$ cat config.mk
export PLATFORM = sky130hd
export DESIGN_NAME = sfra_front
export DESIGN_NICKNAME = d
export VERILOG_FILES = /design/src/sv/sfra_pkg.sv /design/src/sv/sfra_front.sv
export SDC_FILE = /design/constraint.sdc
export NUM_CORES = 1
export LEC_CHECK = 0
export BUFFER_PORTS_ARGS = -buffer_cell sky130_fd_sc_hd__buf_4
export CAP_MARGIN = 20
export CORE_MARGIN = 4
export CORE_UTILIZATION = 45
export CTS_BUF_LIST = sky130_fd_sc_hd__clkbuf_4 sky130_fd_sc_hd__clkbuf_8
export CTS_CLUSTER_DIAMETER = 200
export CTS_CLUSTER_SIZE = 30
export DETAILED_ROUTE_END_ITERATION = 8
export MAX_ROUTING_LAYER = met4
export PLACE_DENSITY = 0.73
export SLEW_MARGIN = 20
export SYNTH_ARGS = -nofsm -noshare
export SYNTH_HDL_FRONTEND = slang
export SYNTH_SLANG_ARGS = --single-unit
export TNS_END_PERCENT = 100
$ cat constraint.sdc
create_clock -name i_clk -period 4.7 [get_ports i_clk]
set_input_delay 0.94 -clock i_clk [delete_from_list [all_inputs] [get_ports i_clk]]
set_output_delay 0.94 -clock i_clk [all_outputs]
set_load 0.005 [all_outputs]
$ cat src/sv/sfra_pkg.sv
// sfra_pkg: shared types, widths and helpers for the sliding frame aggregate
// used by sfra_front, sfra_back and sliding_frame_running_aggregate_unit
package sfra_pkg;

    localparam int KEY_W  = 64;
    localparam int VAL_W  = 64;
    localparam int PREC_W = 10;

    typedef struct packed {
        logic             new_part;
        logic             ok;
        logic [VAL_W-1:0] val;
    } t_item;

    function automatic logic f_less(input logic [VAL_W-1:0] a, input logic [VAL_W-1:0] b);
        return $signed(a) < $signed(b);
    endfunction

endpackage

$ cat src/sv/sfra_front.sv
// sfra_front: accepts rows, flags partition starts, holds them in a two-entry queue
// depends on sfra_pkg
module sfra_front (
    input  logic                      i_clk,
    input  logic                      i_rst_n,
    input  logic                      i_valid,
    output logic                      o_ready,
    input  logic [sfra_pkg::KEY_W-1:0] i_part_key,
    input  logic                      i_key_null,
    input  logic [sfra_pkg::VAL_W-1:0] i_value,
    input  logic                      i_value_valid,
    output logic                      o_q_valid,
    output sfra_pkg::t_item           o_q_item,
    input  logic                      i_q_pop
);

    sfra_pkg::t_item                r_mem [2];
    logic                           r_wp, r_rp;
    logic [1:0]                     r_cnt;
    logic                           r_seen, r_prev_null;
    logic [sfra_pkg::KEY_W-1:0]     r_prev_key;
    logic [sfra_pkg::KEY_W-1:0]     key;
    logic                           push, pop;
    sfra_pkg::t_item                item;

    assign o_ready   = (r_cnt != 2'd2);
    assign push      = i_valid && o_ready;
    assign pop       = i_q_pop && (r_cnt != 2'd0);
    assign o_q_valid = (r_cnt != 2'd0);
    assign o_q_item  = r_mem[r_rp];
    assign key       = i_key_null ? '0 : i_part_key;

    always_comb begin
        item.new_part = !r_seen || (i_key_null != r_prev_null) || (key != r_prev_key);
        item.ok       = i_value_valid;
        item.val      = i_value;
    end

    always_ff @(posedge i_clk) begin
        if (push) begin
            r_mem[r_wp] <= item;
            r_prev_key  <= key;
        end
        if (!i_rst_n) begin
            r_wp        <= 1'b0;
            r_rp        <= 1'b0;
            r_cnt       <= 2'd0;
            r_seen      <= 1'b0;
            r_prev_null <= 1'b0;
        end else begin
            if (push) begin
                r_wp        <= !r_wp;
                r_seen      <= 1'b1;
                r_prev_null <= i_key_null;
            end
            if (pop) begin
                r_rp <= !r_rp;
            end
            r_cnt <= r_cnt + {1'b0, push} - {1'b0, pop};
        end
    end

endmodule

## Word level (Yosys, flattened, before mapping)

Memory sizes are Yosys's and may differ from the RTL's. A register that Yosys moved wholly into a read port is not among the register bits.
Index checks and enable logic that the tools add are counted.
Widths: inputs -> output; s select.

- Bits in registers: 70
- Bits in writable memories: 132
- Input port bits: 134
- Output and inout port bits: 68
- Logic and storage cells: 25
- Memories: 1

- $add $sub $neg: 2
- Equality and inequality tests: 3
- Mux-type cells: 5
- Reduce and logical (&&, ||, !) cells: 8

Memory list:

| name | depth | bits a word | read ports | clocked after memory_dff | wr ports | line | RTL |
|---|---|---|---|---|---|---|---|
| r_mem | 2 | 66 | 1 | 1 | 1 | sfra_front.sv:17 | `sfra_pkg::t_item r_mem [2];` |

Operators with widths:

| operator | number |
|---|---|
| $mux 64 | 1 |
| $ne 64x64->1 | 1 |
| $mux 1 | 4 |
| $logic_not 1->1 | 3 |
| $add 2x1->2 | 1 |
| $logic_and 1x1->1 | 2 |
| $logic_or 1x1->1 | 2 |
| $ne 2x2->1 const B | 1 |
| $reduce_bool 2->1 | 1 |
| $sub 2x1->2 | 1 |
| $ne 1x1->1 | 1 |

## Depth between registers and ports, before layout

- Depth after elaboration: 4
- Depth in mapped cells: 8
- Depth with buffers taken out: 8

## Worst setup path after synthesis

No wires, ideal clock.

- Path type: input to register
- Start point: in i_valid
- End point: mem r_mem[0][0] in the netlist's numbering, enable pin
- Library setup time: 0.492 ns
- Arrival time: 3.849 ns
- Data required time: 4.208 ns
- Slack: 0.359 ns
- Stages: 2
- Buffers on the path: 0
- Path through: nand2_1 -> nor2_1

- Longest elaborated chain between the ends: 3

Ends and longest elaborated chain:

| what | line | RTL |
|---|---|---|
| start: declaration | sfra_front.sv:6 | `input logic i_valid,` |
| $logic_and 1x1->1 | sfra_front.sv:27 | `assign push = i_valid && o_ready;` |
| $mux 1 | sfra_front.sv:40 | `if (push) begin` |
| $mux 1 (not written as such) | sfra_front.sv:41 | `r_mem[r_wp] <= item;` |
| end: declaration | sfra_front.sv:17 |  |

Every way passes these cells.

==> Implementation_results.wiki <==
{| class="wikitable"
! Metric !! Value
|-
| Cell with the most instances on the worst path || sky130_fd_sc_hd__buf_4
|-
| Switching power share of the total || between 20% and 30%
|-
| Startpoint of the worst hold path || r_seen
|-
| DRC violations left || 0
|-
| Maximum clock insertion buffer count || 3
|-
| Antenna violations before repair || 0
|-
| Clock tree from TritonCTS || done
|-
| Actual transition at the worst max-transition pin || 1.05 ns
|-
| Relative slew slack || 29.6%
|-
| Crit path capture type || output port
|-
| Area share of the leading cell type in the synthesized netlist || approximately 67%
|-
| Number of global-route vias before repair || 5,499
|-
| Leakage component of the power || just under 0.004 uW
|-
| Number of nets produced by synthesis || 719
|-
| Share of the clock period used by the worst path after layout || between 70% and 80%
|-
| Final WL || 18,500 um
|-
| Rows || 50
|-
| Total negative setup slack || 0 ns
|-
| Highest attainable clock frequency || just over 300 MHz
|-
| Number of clock sinks || 203
|-
| Async SR Flop Fraction || 0%
|-
| Via density per instance || around 5.3
|-
| Run status || complete, no violations
|-
| Chip Height || between 100 and 150 um
|-
| Critical Path Start Type || register
|-
| Buffer cell driving the clock tree root || sky130_fd_sc_hd__clkbuf_8
|-
| Post-route ant nets || 0
|-
| Final cell utilization of the core || 56.8%
|-
| Buffers & Inverters on Critical Path || 2
|-
| Ys flop type || sky130_fd_sc_hd__edfxtp_1
|-
| Number of nets in the finished design || 919
|-
| Worst voltage drop across the vdd grid || 0.181 mV
|-
| YS warnings || 0
|-
| Final weighted congestion of routability-driven global placement || 0.796
|-
| Data arrival, critical path || between 2 and 2.5 ns
|-
| # port buffers || between 200 and 250
|-
| Final hold viol count || 0
|-
| Clock latency on the worst-skew pair || around 0.5 ns
|-
| Final period demand of the worst path || roughly 3.3 ns
|-
| Initial DRT Pass Iterations || 5
|-
| First-pass GRT wire length || 28,500 um
|-
| Post-cts sizing count || 0
|-
| Combined flip-flop and latch cell area || around 6000 um2
|-
| Final count of negative-setup-slack endpoints || 0
|-
| Clock-pin slew reported for the worst setup and hold paths after clock tree synthesis || about 0.16 ns
|-
| Overflow left after global routing || 0
|-
| CP top delay family || flip-flops
|-
| Inserted Clock Buffers || 10
|-
| Routed len/inst || about 18 um
|-
| Number of levels the H-tree was split into || 1
|-
| Core Area || between 15,000 and 20,000 um2
|-
| Top cell type by total area after synthesis || sky130_fd_sc_hd__edfxtp_1
|-
| Number of antenna repair diodes || 0
|-
| Startpoint of the worst-slack reg-to-reg timing path || r_cnt[0]
|-
| Fill cell instance count of the final layout || 1,560
|-
| Filler-free cell count of the finished design || around 1,000
|-
| Initial detailed-routing violation count || about 300
|-
| Synth-to-Final Area Change || 22.8%
|-
| Number of ports placed on the die boundary || between 200 and 250
|-
| Power spent charging and discharging nets || 1090 uW
|-
| HPWL Detailed || approximately 13,000 um
|-
| Share of synthesized area occupied by flip-flops and latches || slightly below 70%
|-
| Max Cap Violations || 0
|-
| Chip width || approximately 150 um
|-
| Setup CP Type || reg -> out
|-
| Comb power frac || 24.2%
|-
| Worst setup slack after layout || approximately 1.4 ns
|-
| Share of total power in the clock network || between 15 and 20%
|-
| Syn avg cell area || about 15 um2
|-
| Count of mapped cells out of synthesis || ~600
|-
| Yosys cell types || 40
|-
| Ranking of synthesized cells by area || sky130_fd_sc_hd__edfxtp_1 (67%), sky130_fd_sc_hd__mux2_1 (8.5%), sky130_fd_sc_hd__nor2b_1 (4.8%), sky130_fd_sc_hd__xnor2_1 (2.8%), sky130_fd_sc_hd__nor4bb_1 (2.5%)
|-
| Overall track demand over capacity in global routing || 16.6%
|-
| Area taken by multi-input logic gates || around 2600 um2
|-
| Design internal power || a little over 3000 uW
|-
| Effective utilization at floorplan || 46.2%
|-
| Worst stage delay on the critical path || ~0.88 ns
|-
| Share of power burned in registers || 57.8%
|-
| Via total after detailed routing || roughly 5,500
|-
| Post-place setup slack || around 1.6 ns
|-
| Slowest stage cell, crit path || sky130_fd_sc_hd__dfxtp_2
|-
| PwrDens || roughly 380 nW/um2
|-
| Unrepaired setup endpoints after global routing || false
|-
| Post-synthesis cell area || just under 9000 um2
|-
| Die area || between 20,000 and 25,000 um2
|-
| Data required time of the worst path || about 3.8 ns
|-
| Dpl cells || 1,031
|-
| Flip-flop and latch count after synthesis || 203
|-
| Setup skew after layout || between 0.008 and 0.009 ns
|-
| Number of buffers added for setup after CTS || 0
|-
| Post-synth EDFFs || slightly below 200
|-
| Fraction of final layout cells with drive strength greater than 1 || a little under 30%
|-
| Largest fanout on the critical path || 31
|-
| Critical Path, Cell by Cell || buf_4, mux2_1, buf_4
|-
| Maximum number of pins on one net before global-route repair || between 70 and 80
|-
| Cts hold-fix bufs || 0
|-
| Max-slew violation count || 0
|-
| Type of the most critical hold path || reg -> reg
|}
[path summary, 6_finish.rpt]
kind	to	slack [ns]	cells past startpoint
worst max register to register	r_prev_key[18]	2.44	4
worst max-delay path	o_q_item[45]	1.40	3
worst min-delay path	r_seen	0.51	1
worst min register to register	r_seen	0.51	1
[cell usage in the layout (no fill, tap or decap), drive strengths merged, types with 2 or more instances in the layout]
master | Yosys | routed
nand4 | 6 | 6
o21a | 2 | 2
nor2b | 67 | 67
ha | 2 | 2
o32ai | 15 | 15
nor2 | 50 | 50
nor4 | 5 | 5
inv | 17 | 18
buf | 1 | 208
a222oi | 2 | 2
a21oi | 5 | 5
xnor2 | 28 | 28
o21ai | 16 | 16
nand3 | 3 | 3
nor4bb | 22 | 22
and2 | 4 | 4
clkbuf | 19 | 14
nand2 | 6 | 6
a31oi | 23 | 23
mux2 | 66 | 66
dfxtp | 7 | 7
a221oi | 2 | 2
o22ai | 7 | 7
edfxtp | 196 | 196
[state kept, by name (all words and copies together) (netlist names), named ones only]
register and flops:
r_rp 1, r_prev_key 64, r_seen 1, r_wp 1, r_mem 132, r_prev_null 1
r_cnt 2
[cells by family (layout without fill, tap and decap cells)]
family | after synthesis | count (layout) | share of synthesized area [%]
DFF | 203 | 203 | 69.0
AOI/OAI and AO/OA | 75 | 75 | 5.73
and+or+nand+nor | 171 | 171 | 11.9
adders and majority gates | 2 | 2 | 0.286
muxes | 66 | 66 | 8.51
xor gates and xnor gates | 29 | 29 | 2.91
buffers and inverters | 37 | 240 | 1.72
[Yosys cell counts (2+ instances only)]
cell type / n
sky130_fd_sc_hd__edfxtp_1: 196
sky130_fd_sc_hd__nor2b_1: 67
sky130_fd_sc_hd__mux2_1: 66
sky130_fd_sc_hd__nor2_1: 50
sky130_fd_sc_hd__xnor2_1: 28
sky130_fd_sc_hd__a31oi_1: 23
sky130_fd_sc_hd__nor4bb_1: 22
sky130_fd_sc_hd__clkbuf_1: 18
sky130_fd_sc_hd__o32ai_1: 15
sky130_fd_sc_hd__inv_1: 14
sky130_fd_sc_hd__o21ai_0: 11
sky130_fd_sc_hd__dfxtp_1: 7
sky130_fd_sc_hd__o22ai_1: 7
sky130_fd_sc_hd__nand2_1: 6
sky130_fd_sc_hd__nand4_1: 6
sky130_fd_sc_hd__a21oi_1: 5
sky130_fd_sc_hd__o21ai_1: 5
sky130_fd_sc_hd__and2_1: 4
sky130_fd_sc_hd__nor4_1: 4
sky130_fd_sc_hd__inv_2: 3
sky130_fd_sc_hd__nand3_1: 3
sky130_fd_sc_hd__a221oi_1: 2
sky130_fd_sc_hd__a222oi_1: 2
sky130_fd_sc_hd__ha_1: 2
sky130_fd_sc_hd__o21a_1: 2
[power by group through the flow]
stage	Clock, uW	Combinational (uW)	Sequential [uW]
floorplan	0	533	2370
global route	844	1090	2410
CTS	784	1020	2390
finish	743	1000	2380
detailed placement	0	1010	2430
global placement	0	989	2410
[layer usage]
metal,up-vias,global-route usage [%],part of all wire [%]
met4,0,3.36,1.7
met1,2676,21.6,43
li1,2613,-,-
met2,200,26.7,47
met3,18,4.26,8.6
met5,-,-,0
[metrics by stage]
stage	total power [uW]	cell area, um2	hold WS [ns]
after detailed placement	3440	10500	0.486
after floorplan	2910	8730	0.434
final	4130	10700	0.509
after global routing	4350	10700	0.552
after global placement	3400	10500	0.477
after CTS	4190	10700	0.522
[cell type report]
type / instances / share of cell area, %
clock inverter: 1 / 0.0816
tap: 260 / 3.03
timing repair buffer: 208 / 14.6
sequential: 203 / 56.2
clock buffer: 14 / 1.62
multi-input combinational: 343 / 23.9
inverter: 17 / 0.595
[worst register-to-register path: cells and delay by family (launching register included)]
family	cells	cell delay (ns)
and+or+nand+nor	2	0.35
buffers and inverters	2	1.24
DFF	1	0.38
(Power assumes the default switching activity.)
